## src/rtl/slrq_pkg.sv

```systemverilog
// Shared types, codes and parse tables of the SLR expression-to-quadruple block.
// Used by slrq_seq, slrq_dp and the top level under rtl/. Depends on nothing.
package slrq_pkg;

	// Request and result payloads.
	typedef struct packed {
		logic [2:0]  token_kind;
		logic [15:0] token_value;
	} token_t;

	typedef struct packed {
		logic        item_type;
		logic        quad_op;
		logic [1:0]  left_kind;
		logic [15:0] left_value;
		logic [1:0]  right_kind;
		logic [15:0] right_value;
		logic [7:0]  result_temp;
		logic [9:0]  quad_number;
		logic [1:0]  status;
		logic        last;
	} result_t;

	// Token kinds.
	localparam logic [2:0] TK_ID    = 3'd0;
	localparam logic [2:0] TK_INT   = 3'd1;
	localparam logic [2:0] TK_PLUS  = 3'd2;
	localparam logic [2:0] TK_TIMES = 3'd3;
	localparam logic [2:0] TK_LPAR  = 3'd4;
	localparam logic [2:0] TK_RPAR  = 3'd5;
	localparam logic [2:0] TK_END   = 3'd6;
	localparam logic [2:0] TK_OTHER = 3'd7;

	// Action table columns.
	localparam logic [2:0] COL_ID   = 3'd0;
	localparam logic [2:0] COL_PLUS = 3'd1;
	localparam logic [2:0] COL_MUL  = 3'd2;
	localparam logic [2:0] COL_LPAR = 3'd3;
	localparam logic [2:0] COL_RPAR = 3'd4;
	localparam logic [2:0] COL_END  = 3'd5;
	localparam logic [2:0] COL_NONE = 3'd7;

	// Status codes.
	localparam logic [1:0] ST_OK  = 2'd0;
	localparam logic [1:0] ST_ACC = 2'd1;
	localparam logic [1:0] ST_SYN = 2'd2;
	localparam logic [1:0] ST_OVF = 2'd3;

	// Operand kinds; the mark kind tags stack slots of non-operand tokens.
	localparam logic [1:0] OPK_ID    = 2'd0;
	localparam logic [1:0] OPK_CONST = 2'd1;
	localparam logic [1:0] OPK_TEMP  = 2'd2;
	localparam logic [1:0] OPK_MARK  = 2'd3;

	localparam logic ITEM_QUAD   = 1'b0;
	localparam logic ITEM_STATUS = 1'b1;
	localparam logic QOP_ADD     = 1'b0;
	localparam logic QOP_MUL     = 1'b1;

	localparam logic [9:0] QUAD_BASE  = 10'd100;
	localparam logic [3:0] ITER_LIMIT = 4'd8;
	localparam logic [1:0] MAX_QUADS  = 2'd2;
	localparam logic [3:0] LAST_STATE = 4'd9;

	// Action codes. Bit 4 set means shift to the state in the low bits.
	localparam logic [4:0] A_ERR  = 5'h00;
	localparam logic [4:0] A_ACC  = 5'h01;
	localparam logic [4:0] A_RADD = 5'h02;
	localparam logic [4:0] A_RMUL = 5'h03;
	localparam logic [4:0] A_RPAR = 5'h04;
	localparam logic [4:0] A_RID  = 5'h05;
	localparam logic [4:0] SH2    = 5'h12;
	localparam logic [4:0] SH3    = 5'h13;
	localparam logic [4:0] SH4    = 5'h14;
	localparam logic [4:0] SH5    = 5'h15;
	localparam logic [4:0] SH9    = 5'h19;

	localparam logic [4:0] ACTION_TABLE [0:9][0:5] = '{
		'{SH3,   A_ERR,  A_ERR,  SH2,   A_ERR,  A_ERR },
		'{A_ERR, SH4,    SH5,    A_ERR, A_ERR,  A_ACC },
		'{SH3,   A_ERR,  A_ERR,  SH2,   A_ERR,  A_ERR },
		'{A_ERR, A_RID,  A_RID,  A_ERR, A_RID,  A_RID },
		'{SH3,   A_ERR,  A_ERR,  SH2,   A_ERR,  A_ERR },
		'{SH3,   A_ERR,  A_ERR,  SH2,   A_ERR,  A_ERR },
		'{A_ERR, SH4,    SH5,    A_ERR, SH9,    A_ERR },
		'{A_ERR, A_RADD, SH5,    A_ERR, A_RADD, A_RADD},
		'{A_ERR, A_RMUL, A_RMUL, A_ERR, A_RMUL, A_RMUL},
		'{A_ERR, A_RPAR, A_RPAR, A_ERR, A_RPAR, A_RPAR}
	};

	// Goto on E. Bit 4 set marks a filled cell.
	localparam logic [4:0] G_NONE = 5'h00;
	localparam logic [4:0] GOTO_TABLE [0:9] = '{
		5'h11, G_NONE, 5'h16, G_NONE, 5'h17, 5'h18, G_NONE, G_NONE, G_NONE, G_NONE
	};

	function automatic logic [2:0] token_column(input logic [2:0] kind);
		logic [2:0] col;
		case (kind)
			TK_ID, TK_INT: col = COL_ID;
			TK_PLUS:  col = COL_PLUS;
			TK_TIMES: col = COL_MUL;
			TK_LPAR:  col = COL_LPAR;
			TK_RPAR:  col = COL_RPAR;
			TK_END:   col = COL_END;
			default:  col = COL_NONE;
		endcase
		return col;
	endfunction

	function automatic logic [4:0] slr_action(input logic [3:0] s, input logic [2:0] col);
		logic [4:0] act;
		if (s > LAST_STATE || col > COL_END) begin
			act = A_ERR;
		end else begin
			act = ACTION_TABLE[s][col];
		end
		return act;
	endfunction

	function automatic logic [4:0] slr_goto(input logic [3:0] s);
		logic [4:0] g;
		if (s > LAST_STATE) begin
			g = G_NONE;
		end else begin
			g = GOTO_TABLE[s];
		end
		return g;
	endfunction

	// Microcode: step addresses, datapath operations, sequencing modes.
	localparam logic [3:0] U_IDLE  = 4'd0;
	localparam logic [3:0] U_DEC   = 4'd1;
	localparam logic [3:0] U_SHIFT = 4'd2;
	localparam logic [3:0] U_RID   = 4'd3;
	localparam logic [3:0] U_RB0   = 4'd4;
	localparam logic [3:0] U_RB1   = 4'd5;
	localparam logic [3:0] U_RB2   = 4'd6;
	localparam logic [3:0] U_RP0   = 4'd7;
	localparam logic [3:0] U_RP1   = 4'd8;
	localparam logic [3:0] U_GOTO  = 4'd9;
	localparam logic [3:0] U_STAT  = 4'd10;

	typedef enum logic [3:0] {
		DP_NONE, DP_LATCH, DP_DECODE, DP_SHIFT, DP_RID, DP_RB0, DP_RB1, DP_RB2,
		DP_RP0, DP_RP1, DP_GOTO, DP_STAT
	} dp_op_t;

	typedef enum logic [2:0] {
		SQ_NEXT, SQ_JUMP, SQ_WAIT_IN, SQ_DISPATCH, SQ_WAIT_OUT, SQ_GOTO
	} seq_mode_t;

	typedef enum logic [2:0] {
		DSP_STAT, DSP_SHIFT, DSP_RID, DSP_RBIN, DSP_RPAR
	} dsp_t;

	typedef struct packed {
		dp_op_t     op;
		seq_mode_t  seq;
		logic [3:0] target;
		logic       take_token;
	} ucode_t;

	// Sequencer to datapath.
	typedef struct packed {
		dp_op_t op;
		logic   take_token;
	} ctrl_t;

	// Datapath to sequencer.
	typedef struct packed {
		dsp_t dispatch;
		logic goto_ok;
		logic out_free;
	} cond_t;

endpackage

```

## src/rtl/slrq_ram.sv

```systemverilog
// Generic single-write, single-read RAM with registered read data.
// Holds the parser stacks. Depends on nothing.
module slrq_ram #(
	parameter int WIDTH = 4,
	parameter int DEPTH = 32,
	localparam int AW = $clog2(DEPTH)
) (
	input  logic             clk,
	input  logic             we,
	input  logic [AW-1:0]    waddr,
	input  logic [WIDTH-1:0] wdata,
	input  logic             re,
	input  logic [AW-1:0]    raddr,
	output logic [WIDTH-1:0] rdata
);

	logic [WIDTH-1:0] mem [DEPTH];

	always_ff @(posedge clk) begin
		if (we) begin
			mem[waddr] <= wdata;
		end
		if (re) begin
			rdata <= mem[raddr];
		end
	end

endmodule

```

## src/rtl/slrq_seq.sv

```systemverilog
// Microcode sequencer: step counter, control store and dispatch table.
// Depends on slrq_pkg.
module slrq_seq (
	input  logic            clk,
	input  logic            arst_n,
	input  logic            token_valid,
	input  slrq_pkg::cond_t cond,
	output slrq_pkg::ctrl_t ctrl
);
	import slrq_pkg::*;

	function automatic ucode_t ucode_rom(input logic [3:0] addr);
		ucode_t w;
		case (addr)
			U_IDLE:  w = '{op: DP_LATCH,  seq: SQ_WAIT_IN,  target: U_DEC,  take_token: 1'b1};
			U_DEC:   w = '{op: DP_DECODE, seq: SQ_DISPATCH, target: U_STAT, take_token: 1'b0};
			U_SHIFT: w = '{op: DP_SHIFT,  seq: SQ_JUMP,     target: U_STAT, take_token: 1'b0};
			U_RID:   w = '{op: DP_RID,    seq: SQ_JUMP,     target: U_GOTO, take_token: 1'b0};
			U_RB0:   w = '{op: DP_RB0,    seq: SQ_NEXT,     target: U_RB1,  take_token: 1'b0};
			U_RB1:   w = '{op: DP_RB1,    seq: SQ_NEXT,     target: U_RB2,  take_token: 1'b0};
			U_RB2:   w = '{op: DP_RB2,    seq: SQ_WAIT_OUT, target: U_GOTO, take_token: 1'b0};
			U_RP0:   w = '{op: DP_RP0,    seq: SQ_NEXT,     target: U_RP1,  take_token: 1'b0};
			U_RP1:   w = '{op: DP_RP1,    seq: SQ_JUMP,     target: U_GOTO, take_token: 1'b0};
			U_GOTO:  w = '{op: DP_GOTO,   seq: SQ_GOTO,     target: U_DEC,  take_token: 1'b0};
			U_STAT:  w = '{op: DP_STAT,   seq: SQ_WAIT_OUT, target: U_IDLE, take_token: 1'b0};
			default: w = '{op: DP_NONE,   seq: SQ_JUMP,     target: U_IDLE, take_token: 1'b0};
		endcase
		return w;
	endfunction

	function automatic logic [3:0] dispatch_rom(input dsp_t d);
		logic [3:0] t;
		case (d)
			DSP_SHIFT: t = U_SHIFT;
			DSP_RID:   t = U_RID;
			DSP_RBIN:  t = U_RB0;
			DSP_RPAR:  t = U_RP0;
			default:   t = U_STAT;
		endcase
		return t;
	endfunction

	logic [3:0] upc_q;
	logic [3:0] upc_d;
	ucode_t     uw;

	assign uw = ucode_rom(upc_q);
	assign ctrl = '{op: uw.op, take_token: uw.take_token};

	always_comb begin
		case (uw.seq)
			SQ_NEXT:     upc_d = upc_q + 4'd1;
			SQ_JUMP:     upc_d = uw.target;
			SQ_WAIT_IN:  upc_d = token_valid ? uw.target : upc_q;
			SQ_DISPATCH: upc_d = dispatch_rom(cond.dispatch);
			SQ_WAIT_OUT: upc_d = cond.out_free ? uw.target : upc_q;
			SQ_GOTO:     upc_d = cond.goto_ok ? uw.target : U_STAT;
			default:     upc_d = U_IDLE;
		endcase
	end

	always_ff @(posedge clk or negedge arst_n) begin
		if (!arst_n) begin
			upc_q <= U_IDLE;
		end else begin
			upc_q <= upc_d;
		end
	end

endmodule

```

## src/rtl/slrq_dp.sv

```systemverilog
// Parser datapath: state and operand stacks, counters, table lookup, output register.
// Depends on slrq_pkg and slrq_ram.
module slrq_dp #(
	parameter int STACK_DEPTH = 32,
	parameter int VALUE_BITS = 16
) (
	input  logic              clk,
	input  logic              arst_n,
	input  slrq_pkg::ctrl_t   ctrl,
	input  logic              token_valid,
	input  slrq_pkg::token_t  token,
	input  logic              result_ready,
	output logic              result_valid,
	output slrq_pkg::result_t result,
	output slrq_pkg::cond_t   cond
);
	import slrq_pkg::*;

	localparam int AW = $clog2(STACK_DEPTH);
	localparam int OW = VALUE_BITS + 2;

	logic [2:0]            tok_kind_q;
	logic [VALUE_BITS-1:0] tok_val_q;
	logic [1:0]            status_q;
	logic [3:0]            iter_q;
	logic [1:0]            nres_q;
	logic [AW-1:0]         top_q;
	logic [3:0]            cur_state_q;
	logic [7:0]            temp_q;
	logic [9:0]            quad_q;
	logic [OW-1:0]         right_q;
	logic                  out_valid_q;
	result_t               out_q;

	logic          ps_we, ps_re;
	logic [AW-1:0] ps_waddr, ps_raddr;
	logic [3:0]    ps_wdata, ps_rdata;
	logic          op_we, op_re;
	logic [AW-1:0] op_waddr, op_raddr;
	logic [OW-1:0] op_wdata, op_rdata;

	logic [2:0]    col;
	logic [4:0]    act;
	logic          full;
	logic          top_ge3;
	logic [AW-1:0] top_inc, top_dec1, top_dec2, top_dec3;
	logic [3:0]    gsrc;
	logic [4:0]    gnext;
	logic          goto_ok;
	logic          out_free;
	logic [7:0]    temp_next;
	logic [OW-1:0] tok_opnd;
	logic [1:0]    dec_status;
	dsp_t          dec_dsp;
	logic          load_quad, load_status;
	result_t       out_d;

	assign col      = token_column(tok_kind_q);
	assign act      = slr_action(cur_state_q, col);
	assign full     = ({1'b0, top_q} + (AW+1)'(1)) >= (AW+1)'(STACK_DEPTH);
	assign top_ge3  = top_q >= AW'(3);
	assign top_inc  = top_q + AW'(1);
	assign top_dec1 = top_q - AW'(1);
	assign top_dec2 = top_q - AW'(2);
	assign top_dec3 = top_q - AW'(3);

	// Entry zero of the state stack is never written; state 0 is used when the pointer is zero.
	assign gsrc      = (top_q == '0) ? 4'd0 : ps_rdata;
	assign gnext     = slr_goto(gsrc);
	assign goto_ok   = gnext[4] && !full;
	assign out_free  = !out_valid_q || result_ready;
	assign temp_next = temp_q + 8'd1;
	assign tok_opnd  = (tok_kind_q <= TK_INT) ? {tok_kind_q[1:0], tok_val_q}
	                                          : {OPK_MARK, VALUE_BITS'(0)};

	always_comb begin
		dec_dsp    = DSP_STAT;
		dec_status = ST_SYN;
		if (col != COL_NONE && iter_q != ITER_LIMIT) begin
			if (act[4]) begin
				dec_dsp    = full ? DSP_STAT : DSP_SHIFT;
				dec_status = full ? ST_OVF : ST_OK;
			end else begin
				case (act)
					A_ACC:  dec_status = ST_ACC;
					A_RID:  dec_dsp = (top_q != '0) ? DSP_RID : DSP_STAT;
					A_RADD, A_RMUL: begin
						dec_dsp = (top_ge3 && nres_q < MAX_QUADS) ? DSP_RBIN : DSP_STAT;
					end
					A_RPAR: dec_dsp = top_ge3 ? DSP_RPAR : DSP_STAT;
					default: dec_dsp = DSP_STAT;
				endcase
			end
		end
	end

	assign cond = '{dispatch: dec_dsp, goto_ok: goto_ok, out_free: out_free};

	assign load_quad   = (ctrl.op == DP_RB2) && out_free;
	assign load_status = (ctrl.op == DP_STAT) && out_free;

	// Stack port steering.
	always_comb begin
		ps_we = 1'b0; ps_waddr = top_inc; ps_wdata = act[3:0];
		ps_re = 1'b0; ps_raddr = top_dec3;
		op_we = 1'b0; op_waddr = top_dec2; op_wdata = op_rdata;
		op_re = 1'b0; op_raddr = top_q;
		case (ctrl.op)
			DP_SHIFT: begin
				ps_we    = 1'b1;
				op_we    = 1'b1;
				op_waddr = top_inc;
				op_wdata = tok_opnd;
			end
			DP_RID: begin
				ps_re    = 1'b1;
				ps_raddr = top_dec1;
			end
			DP_RB0: op_re = 1'b1;
			DP_RB1: begin
				op_re    = 1'b1;
				op_raddr = top_dec2;
			end
			DP_RB2: begin
				op_we    = out_free;
				op_wdata = {OPK_TEMP, VALUE_BITS'(temp_next)};
				ps_re    = out_free;
			end
			DP_RP0: begin
				op_re    = 1'b1;
				op_raddr = top_dec1;
			end
			DP_RP1: begin
				op_we = 1'b1;
				ps_re = 1'b1;
			end
			DP_GOTO: begin
				ps_we    = goto_ok;
				ps_wdata = gnext[3:0];
			end
			default: ;
		endcase
	end

	slrq_ram #(.WIDTH(4), .DEPTH(STACK_DEPTH)) u_state_ram (
		.clk(clk), .we(ps_we), .waddr(ps_waddr), .wdata(ps_wdata),
		.re(ps_re), .raddr(ps_raddr), .rdata(ps_rdata)
	);

	slrq_ram #(.WIDTH(OW), .DEPTH(STACK_DEPTH)) u_operand_ram (
		.clk(clk), .we(op_we), .waddr(op_waddr), .wdata(op_wdata),
		.re(op_re), .raddr(op_raddr), .rdata(op_rdata)
	);

	// The left operand comes straight from the operand RAM read data, which holds
	// while the quadruple waits for the output register.
	always_comb begin
		out_d = '0;
		if (load_quad) begin
			out_d.item_type   = ITEM_QUAD;
			out_d.quad_op     = (act == A_RMUL) ? QOP_MUL : QOP_ADD;
			out_d.left_kind   = op_rdata[OW-1:VALUE_BITS];
			out_d.left_value  = 16'(op_rdata[VALUE_BITS-1:0]);
			out_d.right_kind  = right_q[OW-1:VALUE_BITS];
			out_d.right_value = 16'(right_q[VALUE_BITS-1:0]);
			out_d.result_temp = temp_next;
			out_d.quad_number = quad_q;
		end else begin
			out_d.item_type = ITEM_STATUS;
			out_d.status    = status_q;
			out_d.last      = 1'b1;
		end
	end

	always_ff @(posedge clk) begin
		if (ctrl.op == DP_LATCH && token_valid) begin
			tok_kind_q <= token.token_kind;
			tok_val_q  <= VALUE_BITS'(token.token_value);
		end
		if (ctrl.op == DP_RB1) begin
			right_q <= op_rdata;
		end
		if (load_quad || load_status) begin
			out_q <= out_d;
		end
	end

	always_ff @(posedge clk or negedge arst_n) begin
		if (!arst_n) begin
			status_q    <= ST_SYN;
			iter_q      <= '0;
			nres_q      <= '0;
			top_q       <= '0;
			cur_state_q <= '0;
			temp_q      <= '0;
			quad_q      <= QUAD_BASE;
			out_valid_q <= 1'b0;
		end else begin
			case (ctrl.op)
				DP_LATCH: begin
					if (token_valid) begin
						status_q <= ST_SYN;
						iter_q   <= '0;
						nres_q   <= '0;
					end
				end
				DP_DECODE: begin
					status_q <= dec_status;
					iter_q   <= iter_q + 4'd1;
				end
				DP_SHIFT: begin
					top_q       <= top_inc;
					cur_state_q <= act[3:0];
				end
				DP_RID: top_q <= top_dec1;
				DP_RB2: begin
					if (out_free) begin
						temp_q <= temp_next;
						quad_q <= quad_q + 10'd1;
						nres_q <= nres_q + 2'd1;
						top_q  <= top_dec3;
					end
				end
				DP_RP1: top_q <= top_dec3;
				DP_GOTO: begin
					if (goto_ok) begin
						top_q       <= top_inc;
						cur_state_q <= gnext[3:0];
					end
				end
				DP_STAT: begin
					if (out_free && status_q != ST_OK) begin
						top_q       <= '0;
						cur_state_q <= '0;
					end
				end
				default: ;
			endcase
			if (load_quad || load_status) begin
				out_valid_q <= 1'b1;
			end else if (result_ready) begin
				out_valid_q <= 1'b0;
			end
		end
	end

	assign result_valid = out_valid_q;
	assign result       = out_q;

endmodule

```

## src/rtl/slr_expression_to_quadruples.sv

```systemverilog
// Top level of the SLR expression parser that emits three-address quadruples.
// Depends on slrq_pkg, slrq_seq, slrq_dp and, through slrq_dp, slrq_ram.

// The block takes one token per request and answers with zero, one or two
// quadruple items followed by exactly one status item, whose last bit is set.
// Tokens are handled one at a time: a new token is taken only after the status
// item of the previous one has entered the output register. The work is run by
// a small microcode program, so the cost per token is the sum of its steps:
// taking the token, a decode for each table lookup, the shift, the status item,
// a pop and a goto for each identifier reduction, the steps U_RP0, U_RP1 and
// U_GOTO for each parenthesis reduction, and the steps U_RB0, U_RB1, U_RB2 and
// U_GOTO for each add or multiply reduction. The step sequence follows from the
// one read port of each stack memory, which makes the operands of a quadruple
// come out one per cycle. A stall on the result side holds the sequencer in
// the step that loads the output register. The stacks sit in two memories of
// STACK_DEPTH entries; an accept, a syntax error or an overflow only resets the
// stack pointer and the current state, so there is no clearing pass and the
// block is ready right after reset. The temporary and quadruple counters run on
// across parses and wrap at their field widths.
module slr_expression_to_quadruples #(
	parameter int STACK_DEPTH = 32,
	parameter int VALUE_BITS = 16
) (
	input  logic              clk,
	input  logic              arst_n,
	input  logic              token_valid,
	output logic              token_ready,
	input  slrq_pkg::token_t  token,
	output logic              result_valid,
	input  logic              result_ready,
	output slrq_pkg::result_t result
);
	import slrq_pkg::*;

	ctrl_t ctrl;
	cond_t cond;

	// The sequencer walks the control store; the datapath reports the table
	// dispatch, the goto outcome and whether the output register can load.
	slrq_seq u_seq (
		.clk(clk),
		.arst_n(arst_n),
		.token_valid(token_valid),
		.cond(cond),
		.ctrl(ctrl)
	);

	slrq_dp #(
		.STACK_DEPTH(STACK_DEPTH),
		.VALUE_BITS(VALUE_BITS)
	) u_dp (
		.clk(clk),
		.arst_n(arst_n),
		.ctrl(ctrl),
		.token_valid(token_valid),
		.token(token),
		.result_ready(result_ready),
		.result_valid(result_valid),
		.result(result),
		.cond(cond)
	);

	// A token request is taken only in the idle step of the program.
	assign token_ready = ctrl.take_token;

	// Only one token is in work at a time.
	a_one_token: assert property (@(posedge clk) disable iff (!arst_n)
		(token_valid && token_ready) |=> !token_ready)
		else $error("token taken twice in a row");

	// A quadruple is always followed by a status item, so none can be pending
	// while the block waits for a new token.
	a_quad_not_idle: assert property (@(posedge clk) disable iff (!arst_n)
		(result_valid && result.item_type == ITEM_QUAD) |-> !token_ready)
		else $error("quadruple pending while idle");

	// The last flag marks status items and only them.
	a_last_status: assert property (@(posedge clk) disable iff (!arst_n)
		result_valid |-> (result.last == result.item_type))
		else $error("last flag does not match item type");

endmodule
```

## config.mk

```make
export PLATFORM = sky130hd
export DESIGN_NAME = slr_expression_to_quadruples
export DESIGN_NICKNAME = d
export VERILOG_FILES = /design/src/rtl/slrq_pkg.sv /design/src/rtl/slrq_ram.sv /design/src/rtl/slrq_seq.sv /design/src/rtl/slrq_dp.sv /design/src/rtl/slr_expression_to_quadruples.sv
export SDC_FILE = /design/constraint.sdc
export NUM_CORES = 1
export LEC_CHECK = 0
export ABC_AREA = 1
export BUFFER_PORTS_ARGS = -buffer_cell sky130_fd_sc_hd__buf_4
export CAP_MARGIN = 0
export CORE_AREA = 2 2 201 302
export DETAILED_ROUTE_END_ITERATION = 6
export DIE_AREA = 0 0 203 304
export PLACE_DENSITY = 0.86
export SETUP_SLACK_MARGIN = 0.05
export SYNTH_ARGS = -nofsm -noshare
export SYNTH_HDL_FRONTEND = slang
export SYNTH_SLANG_ARGS = --single-unit
export TNS_END_PERCENT = 5
```

## constraint.sdc

```tcl
create_clock -name clk -period 7.4 [get_ports clk]
set_clock_uncertainty 0.05 [all_clocks]
set_input_delay 1.48 -clock clk [delete_from_list [all_inputs] [get_ports clk]]
set_output_delay 1.48 -clock clk [all_outputs]
set_load 0.01 [all_outputs]
```

; ---- Word-level counts from Yosys, hierarchy flattened
; Memories as Yosys holds them, arrays and structs flattened. A register that Yosys moved wholly into a read port is not among the register bits.
; Cells that the tools add are included.
; W data, S select, Z words.
[totals]
regBits = 136
latch_bits = 0
ramBits = 704
mem_bits_ro = 752
input_bits = 23
word_cells = 182
mem_count = 5
[op_classes]
add_sub_neg = 10
n_mul = 0
div_mod_pow = 0
magnitude_cmp = 10
n_eq_ne = 39
shifts = 0
n_mux = 60
bitwise_logic = 3
reduce_logical = 33
[memory_table]
columns = name, words, width, read_ports, rd_ports_with_merged_regs, write_ports, line
row1 = u_dp.u_operand_ram.mem, 32, 18, 1, 1, 1, slrq_ram.sv:17  ; logic [WIDTH-1:0] mem [DEPTH];
row2 = (name not given), 16, 30, 1, 0, 0, slrq_pkg.sv:116  ; act = ACTION_TABLE[s][col];
row3 = (name not given), 16, 12, 1, 0, 0, slrq_seq.sv:14  ; case (addr)
row4 = u_dp.u_state_ram.mem, 32, 4, 1, 1, 1, slrq_ram.sv:17
row5 = (name not given), 16, 5, 1, 0, 0, slrq_pkg.sv:126  ; g = GOTO_TABLE[s];
[ops]
columns = operator, n
row1 = $mux W30, 2
row2 = $mux W5, 11
row3 = $pmux W18 S2, 1
row4 = $mux W4, 8
row5 = $pmux W5 S6, 1
row6 = $pmux W4 S6, 1
row7 = $eq A3 B2 Y1 const B, 6
row8 = $eq A3 B3 Y1 const B, 6
row9 = $mux W18, 1
row10 = $mux W2, 9
row11 = $pmux W3 S6, 1
row12 = $eq A4 B3 Y1 const B, 4
row13 = $eq A4 B4 Y1 const B, 4
row14 = $pmux W4 S4, 1
row15 = $bmux W5 S3, 1
row16 = $pmux W4 S3, 1
row17 = $mux W1, 11
row18 = $add A10 B1 Y10 const B, 1
row19 = $eq A5 B2 Y1 const B, 2
row20 = $eq A5 B3 Y1 const B, 2
row21 = $ge A5 B5 Y1 const B, 2
row22 = $not A4 Y5, 2
row23 = $pmux W5 S2, 1
row24 = $sub A5 B2 Y5 const B, 2
row25 = other kinds (41), 74

; ---- Longest topological paths before layout
; Gate-level depths: netlist (run 1).
[logic_depth]
ltp_word = 16
depth_mapped = 20
depth_no_buf = 18

; ---- Modules after synthesis
; From an unflattened synthesis (run 1), not the netlist that was laid out.
[unflattened]
cells_unflattened = 3292
hier_area_um2 = 36627.6
[by_module_without_submodules]
columns = module, n_inst, cells_per_inst, area_each_um2
row1 = slrq_ram at u_dp.u_operand_ram, 1, 2009, 24028.0
row2 = slrq_dp, 1, 680, 6328.6
row3 = slrq_ram at u_dp.u_state_ram, 1, 486, 5536.6
row4 = slrq_seq, 1, 117, 734.5

; ---- Worst setup path after synthesis (run 1)
; Ideal clock, no wire load.
[synth_timing]
path_type = input to register
startpoint = input port result_ready
endpoint = register u_dp.out_q, in the netlist u_dp.result[10] (enable)
setup_ps = 554
arrival_time_ps = 5827
slack_ps = 969
cell_stages = 3
n_path_buf = 1
cell_sequence = nor2_1 clkbuf_1 o21ai_0
[synth_via]
elab_chain_cells = 3
word_cells_on_any_way = 4
[synth_lines]
columns = item, line
row1 = from (decl), slr_expression_to_quadruples.sv:30  ; input logic result_ready,
row2 = $logic_or A1 B1 Y1 *, slrq_dp.sv:71  ; assign out_free = !out_valid_q || result_ready;
row3 = "$logic_and A1 B1 Y1, on equally long branches", "slrq_dp.sv:99, slrq_dp.sv:100"
row4 = $logic_or A1 B1 Y1 *, slrq_dp.sv:183  ; if (load_quad || load_status) begin
row5 = to (signal assigned), slrq_dp.sv:184  ; out_q <= out_d;
row6 = to (decl), slrq_dp.sv:33  ; result_t out_q;
; Mark *: on every way between the ends. The rest lies on a longest branch, timed or not.
; A chain may end at the register's enable or synchronous reset.

; ---- Worst setup path in the final report (run 1)
[layout_timing]
startpoint = register u_seq.upc_q[2]
endpoint = memory u_dp.u_operand_ram.mem[21][3] in the netlist's numbering (enable)
[layout_via]
elab_chain_cells = 6
word_cells_on_any_way = 9
[layout_lines]
columns = item, line
row1 = from (decl), slrq_seq.sv:43  ; logic [3:0] upc_q;
row2 = from (signal assigned), slrq_seq.sv:66  ; upc_q <= upc_d;
row3 = $mem_v2 Z16 W12 *, n/a
row4 = $eq A4 B4 Y1 or $eq A4 B2 Y1 (tied branches), slrq_dp.sv:108  ; case (ctrl.op)
row5 = $reduce_or A2 Y1 (no line), n/a
row6 = $pmux W1 S2, slrq_dp.sv:108
row7 = $mux W1, slrq_ram.sv:20  ; if (we) begin
row8 = $mux W1 (not written as such), slrq_ram.sv:21  ; mem[waddr] <= wdata;
row9 = to (decl), slrq_ram.sv:17
; Marked as above.

==> results of run 1 <==
-- worst register-to-register path, cell delays in order (launching register included) --
cell	delay [ns]
sky130_fd_sc_hd__dfrtp_1	0.66
sky130_fd_sc_hd__inv_2	0.18
sky130_fd_sc_hd__ha_1	0.24
sky130_fd_sc_hd__nand2_1	0.07
sky130_fd_sc_hd__nand2_1	0.13
sky130_fd_sc_hd__nor2_2	0.23
sky130_fd_sc_hd__nand2_1	0.23
sky130_fd_sc_hd__nor2_1	0.71
sky130_fd_sc_hd__inv_2	0.17
sky130_fd_sc_hd__nand3_1	0.27
sky130_fd_sc_hd__nand3_1	0.36
sky130_fd_sc_hd__nor2_1	0.81
sky130_fd_sc_hd__buf_4	0.37
-- cell families (layout without fill, tap and decap cells) --
logic type / Yosys count / count (layout) / synth area share
buf+inv: 455 / 575 / 0.0493
flops: 861 / 861 / 0.693
simple gates: 1958 / 1958 / 0.213
fa+ha+maj: 21 / 21 / 0.00709
compound gates: 211 / 211 / 0.0320
xor+xnor: 24 / 24 / 0.00588
-- area by class of cell --
type / instances / area (sq um) / share of cell area
timing repair buffer: 149 / 1170 / 0.0286
inverter: 296 / 1110 / 0.0272
sequential: 861 / 25700 / 0.628
multi-input combinational: 2214 / 9710 / 0.237
clock inverter: 33 / 275 / 0.00673
clock buffer: 97 / 1990 / 0.0486
tap: 784 / 981 / 0.0240
-- path summary, 6_finish.rpt --
check / slack [ns] / to / cells after the start
max reg2reg: 2.60 / u_dp.u_operand_ram.mem[21][3] / 12
min in group asynchronous: 0.81 / u_dp.temp_q[0] / 1
min: 0.43 / u_dp.quad_q[9] / 1
max: 2.60 / u_dp.u_operand_ram.mem[21][3] / 12
max in group asynchronous: 6.05 / u_dp.top_q[0] / 1
min reg2reg: 0.43 / u_dp.quad_q[9] / 1
-- per-layer routing --
layer,vias up,routed length (um),part of all wire,global-route usage
met3,411,9460,0.10,0.0498
li1,11900,-,-,-
met5,-,0,0,0
met1,12300,30600,0.32,0.351
met4,0,6290,0.067,0.184
met2,1781,48100,0.51,0.533
-- placed cells by master, fill, tap and decap left out, types with 3 or more instances in the layout --
master                      netlist  layout
sky130_fd_sc_hd__nor2_2           1      13
sky130_fd_sc_hd__nand4_1         32      32
sky130_fd_sc_hd__clkbuf_16        0      75
sky130_fd_sc_hd__clkinv_1         3       8
sky130_fd_sc_hd__o22ai_1         11      11
sky130_fd_sc_hd__o211ai_1        16      16
sky130_fd_sc_hd__inv_2            7       9
sky130_fd_sc_hd__o21ai_2          1      10
sky130_fd_sc_hd__buf_12           0       4
sky130_fd_sc_hd__or2_2            3       3
sky130_fd_sc_hd__inv_1          286     285
sky130_fd_sc_hd__nor4_1           4       4
sky130_fd_sc_hd__xor2_1          22      22
sky130_fd_sc_hd__clkinv_2         0      16
sky130_fd_sc_hd__dfrtp_1         36      35
sky130_fd_sc_hd__o21ai_4          0       5
sky130_fd_sc_hd__clkbuf_8         0       3
sky130_fd_sc_hd__a21oi_1         22      22
sky130_fd_sc_hd__bufinv_16        0       3
sky130_fd_sc_hd__nor2_1         330     318
sky130_fd_sc_hd__a31oi_1         11      11
sky130_fd_sc_hd__ha_1            21      21
sky130_fd_sc_hd__o21ai_0        123     109
sky130_fd_sc_hd__nor3_1          12      11
sky130_fd_sc_hd__nand2_1       1257    1256
sky130_fd_sc_hd__nand3_1        310     310
sky130_fd_sc_hd__dfstp_2          4       4
sky130_fd_sc_hd__o21ai_1         13      13
sky130_fd_sc_hd__inv_6            0       4
sky130_fd_sc_hd__buf_4            8     145
sky130_fd_sc_hd__edfxtp_1       821     821
sky130_fd_sc_hd__nand2_2          6       5
sky130_fd_sc_hd__clkbuf_1        77      19
-- flip-flops by register name, summed over array words and instances, names as in the netlist, 5 cells and up --
signal	cells
u_dp.u_operand_ram.rdata	18
u_dp.u_operand_ram.mem	576
u_dp.tok_val_q	16
u_dp.quad_q	10
u_dp.result	58
u_dp.top_q	5
u_dp.temp_q	8
u_dp.right_q	18
u_dp.u_state_ram.mem	128
-- through the flow --
step                      area, sq um  utilization  std cells  hold slack, ns
final                           40900        0.689       4434           0.431
after global routing            40900        0.689       4434           0.458
after CTS                       40900        0.689       4434           0.428
after detailed placement        38600        0.651       4304           0.421
after global placement          38600        0.651       4304           0.406
after floorplan                 37000            -       3530           0.376
==> reports/summary.txt, run 1 <==
number of endpoints with negative hold slack in the final report: 0
top-area cell type share of the netlist area: 0.666
placer congestion estimate: 0.917
Avg Inst Size Synth: 10.5 sq um
count of unique library cells instantiated by Yosys: 42
Setup Slack @ Placement: 2.61 ns
initial standard-cell utilization of the core: 0.624
sequential area share after synthesis: 0.693
first-pass iteration count of the detailed router: 6
CTS clock-pin slew for the worst setup and hold paths: 0.07 ns
Post-synth EDFFs: 821
antenna violations before repair: 0
via count of the first global-routing pass: 25.9k
nets in the synthesized netlist: 3574
width of the die: 203 um
unrepaired setup endpoints after global routing: false
launching instance or port of the critical path: u_seq.upc_q[2]
total overflow reported by the global router: 0
number of pins exceeding their max-slew limit in the final report: 0
DIE AREA: 0.0617 sq mm
mean number of vias per cell: 5.94
number of I/O port buffers: 83
Clk Tree Root Cell: sky130_fd_sc_hd__clkbuf_16
std cell rows: 110
die extent in y: 304 um
number of vias in the routed layout: 26.4k
CTS H-tree depth: 3
deepest clock path buffer count: 3
largest cells by area after synthesis: sky130_fd_sc_hd__edfxtp_1 67%, sky130_fd_sc_hd__nand2_1 13%, sky130_fd_sc_hd__nand3_1 4.2%
CP Buf/Inv Count: 3
top cell family by delay on the critical path: simple AND/OR/NAND/NOR gates
cell chain of the critical path: inv_2, ha_1, nand2_1, nand2_1, nor2_2, nand2_1, nor2_1, inv_2, nand3_1, nand3_1, nor2_1, buf_4
type of the worst setup path: register to register
number of antenna repair diodes: 0
count of clock tree sinks: 861
Critical Path End Type: register
Post-synth ARST share: 0.0465
Final Net Count: 3640
routed wire length: 94500 um
area of the placeable core: 0.0593 sq mm
CTS-repair resized insts: 0
first-pass GRT wire length: 143000 um
Critical Path Slowest Stage Cell: sky130_fd_sc_hd__nor2_1
Hold Buf Count CTS: 0
mean routed wirelength per cell: 21.3 um
number of violations reported at the end of detailed-routing iteration 0: 3337
count of buffers added by post-CTS timing repair for setup: 0
worst-path maximum fanout: 15
Synth warnings: 0
cell with the most instances on the worst path: sky130_fd_sc_hd__nand2_1
Post-synth top flop: sky130_fd_sc_hd__edfxtp_1
dominant cell type by area after synthesis: sky130_fd_sc_hd__edfxtp_1
Max Fclk: 0.208 GHz
Period minus WS final: 4.80 ns
run status: complete, no violations
Slew @ Worst Pin: 1.14 ns
Tightest Hold Check Type: register to register
total negative slack for setup checks: 0 ns
final setup margin: 2.60 ns
register bit count reported by yosys: 861
HP Start: u_dp.quad_q[9]
Residual DRC: 0
Fillers: 3829
fraction of layout cells with a size suffix above 1: 0.0863
total CTS buffers: 74
relative slew slack: 0.235
ports placed on the boundary: 84
Layout Area Growth over Synthesis: 10.4%
max incr delay on CP: 0.81 ns
area of the mapped netlist: 0.0370 sq mm
pin count of the biggest net entering global routing: 159
cell count after synthesis: 3530
required time of the worst setup path: 7.65 ns
start of the worst register-to-register path: u_seq.upc_q[2]
count of antenna-violating nets left after detailed routing: 0
latest clock arrival within the worst-skew pair: 0.62 ns
overall global routing resource usage: 0.305
total of max-cap violations: 0
period utilisation layout: 0.649
Setup violations, final: 0
Worst setup SP type: register
Detail Placement HPWL: 57600 um
leading cell type by number of instances after synthesis: sky130_fd_sc_hd__nand2_1
Arrival @ worst endpoint: 5.05 ns
CTS tree: built
synth cell count leaders: 1257 x sky130_fd_sc_hd__nand2_1, 821 x sky130_fd_sc_hd__edfxtp_1, 330 x sky130_fd_sc_hd__nor2_1
Power of run 1 is not shown: default switching activity piles up to over one toggle a cycle in this logic, so the estimate is an artifact.
==> run 2: changes to the inputs <==
==> constraint.sdc (replaced) <==
create_clock -name clk -period 4.8 [get_ports clk]
set_clock_uncertainty 0.05 [all_clocks]
set_input_delay 0.96 -clock clk [delete_from_list [all_inputs] [get_ports clk]]
set_output_delay 0.96 -clock clk [all_outputs]
set_load 0.01 [all_outputs]
==> reports/summary.txt, run 2 (same netlist as run 1, synthesis figures left out) <==
count of clock tree sinks: 861 (unchanged)
area after detailed placement: 0.0389 sq mm (+0.60%)
initial standard-cell utilization of the core: 0.624 (unchanged)
first-pass GRT wire length: 140000 um (-1.6%)
total overflow reported by the global router: 0 (unchanged)
Critical Path Slowest Stage Cell: sky130_fd_sc_hd__dfrtp_1
Layout Area Growth over Synthesis: 11.9%
Final Net Count: 3665 (+0.69%)
placer congestion estimate: 0.924 (+0.84%)
flip-flop count of the largest register, all copies and words added: 576 (unchanged)
Period minus WS final: 3.92 ns (-0.887 ns)
via count of the first global-routing pass: 26.5k (+2.4%)
deepest clock path buffer count: 3 (unchanged)
Residual DRC: 0 (unchanged)
run status: complete, no violations
required time of the worst setup path: 5.23 ns (-2.42 ns)
number of vias in the routed layout: 26.3k (-0.33%)
most common cell after layout, fill and taps aside: sky130_fd_sc_hd__nand2_1
number of violations reported at the end of detailed-routing iteration 0: 3129 (-6.2%)
number of cells traversed by the worst register-to-register path: 16 (+4)
width of the die: 203 um (unchanged)
CTS H-tree depth: 3 (unchanged)
Slew @ Worst Pin: 1.38 ns (+0.237 ns)
final instance area: 0.0414 sq mm (+1.3%)
relative slew slack: 0.0793 (-0.155)
pin count of the biggest net entering global routing: 111 (-30%)
count of buffers added by post-CTS timing repair for setup: 0 (unchanged)
CTS-repair resized insts: 0 (unchanged)
total CTS buffers: 74 (unchanged)
number of endpoints with negative hold slack in the final report: 0 (unchanged)
Arrival @ worst endpoint: 4.35 ns (-0.70 ns)
Critical Path End Type: register
total negative slack for setup checks: 0 ns (unchanged)
most used cells in the layout excluding fill and tap cells: 1256 x sky130_fd_sc_hd__nand2_1, 821 x sky130_fd_sc_hd__edfxtp_1, 316 x sky130_fd_sc_hd__nor2_1, 310 x sky130_fd_sc_hd__nand3_1, 285 x sky130_fd_sc_hd__inv_1
footprint of the multi-input gates: 0.00968 sq mm (-0.26%)
latest clock arrival within the worst-skew pair: 0.62 ns (about the same)
ports placed on the boundary: 84 (unchanged)
cell chain of the critical path: inv_2, ha_1, nand2_1, nand2_1, nor2_2, nand2_2, inv_1, nand2_1, o21ai_0, a21oi_4, inv_2, buf_4, nand3_1, nand2_1, nand2_1, nand2_1
register bank with the most flops: u_dp.u_operand_ram.mem
Worst setup SP type: register
Setup violations, final: 0 (unchanged)
Max Fclk: 0.255 GHz (+23%)
Tightest Hold Check Type: input port to async pin
Detail Placement HPWL: 56100 um (-2.5%)
die extent in y: 304 um (unchanged)
routed wire length: 90400 um (-4.3%)
core occupancy in the finished layout: 0.699 (+0.00930)
count of antenna-violating nets left after detailed routing: 0 (unchanged)
number of antenna repair diodes: 0 (unchanged)
first-pass iteration count of the detailed router: 6 (unchanged)
type of the worst setup path: register to register
sequential cell area: 0.0257 sq mm (unchanged)
number of I/O port buffers: 83 (unchanged)
antenna violations before repair: 0 (unchanged)
CTS tree: built
area of the placeable core: 0.0593 sq mm (unchanged)
std cell rows: 110 (unchanged)
number of pins exceeding their max-slew limit in the final report: 0 (unchanged)
Fillers: 3726 (-2.7%)
DIE AREA: 0.0617 sq mm (unchanged)
mean routed wirelength per cell: 20.3 um (-4.9%)
period utilisation layout: 0.816 (+0.167)
CTS clock-pin slew for the worst setup and hold paths: 0.06 ns (about the same)
Hold Buf Count CTS: 0 (unchanged)
worst-path maximum fanout: 36 (+21)
cell with the most instances on the worst path: sky130_fd_sc_hd__nand2_1
max incr delay on CP: 0.64 ns (-0.17 ns)
mean number of vias per cell: 5.89 (-0.96%)
Clk Tree Root Cell: sky130_fd_sc_hd__clkbuf_16
unrepaired setup endpoints after global routing: false
fraction of layout cells with a size suffix above 1: 0.0941 (+0.00777)
total of max-cap violations: 0 (unchanged)
overall global routing resource usage: 0.294 (-0.0106)
run 2: path summary, 6_finish.rpt:
kind,startpoint,to,slack [ns]
min in group clk,u_dp.quad_q[9],u_dp.quad_q[9],0.44
max reg2reg,u_seq.upc_q[2],u_dp.u_operand_ram.rdata[14],0.88
min reg2reg,u_dp.quad_q[9],u_dp.quad_q[9],0.44
max,u_seq.upc_q[2],u_dp.u_operand_ram.rdata[14],0.88
min,arst_n,u_dp.quad_q[3],0.27
max in group asynchronous,arst_n,u_dp.top_q[0],4.01
run 2: layout make-up:
class,count,area share
clock buffers,91,0.0480
clock inverters,42,0.0141
inverters,296,0.0268
multi-input cells,2214,0.234
flip-flops and latches,861,0.619
well taps,784,0.0237
repair buffers,174,0.0347
run 2: metal layers:
metal | vias up | track usage | part of all wire | routed length (um)
met4 | 0 | 0.177 | 0.058 | 5270
li1 | 11900 | - | - | -
met1 | 12400 | 0.337 | 0.34 | 30700
met3 | 421 | 0.0464 | 0.081 | 7310
met5 | - | 0 | 0 | 0
met2 | 1535 | 0.518 | 0.52 | 47200
run 2: worst max-delay path, delay by kind of cell, from the launching register on:
family / cells / cell delay [ns]
buffers and inverters: 4 / 1.31
AND/OR/NAND/NOR: 9 / 1.14
flip-flops: 1 / 0.64
AO/OA/AOI/OAI: 2 / 0.36
adder cells (fa/ha/maj): 1 / 0.24
run 2: through the flow:
stage / hold slack (ns) / worst slack, ns / instances
floorplan: 0.376 / 0.174 / 3530
global placement: 0.408 / 1.03 / 4328
detailed placement: 0.422 / 0.974 / 4328
CTS: 0.271 / 0.913 / 4461
global route: 0.300 / 0.622 / 4462
finish: 0.270 / 0.884 / 4462
Power of run 2 is left out for the same reason.
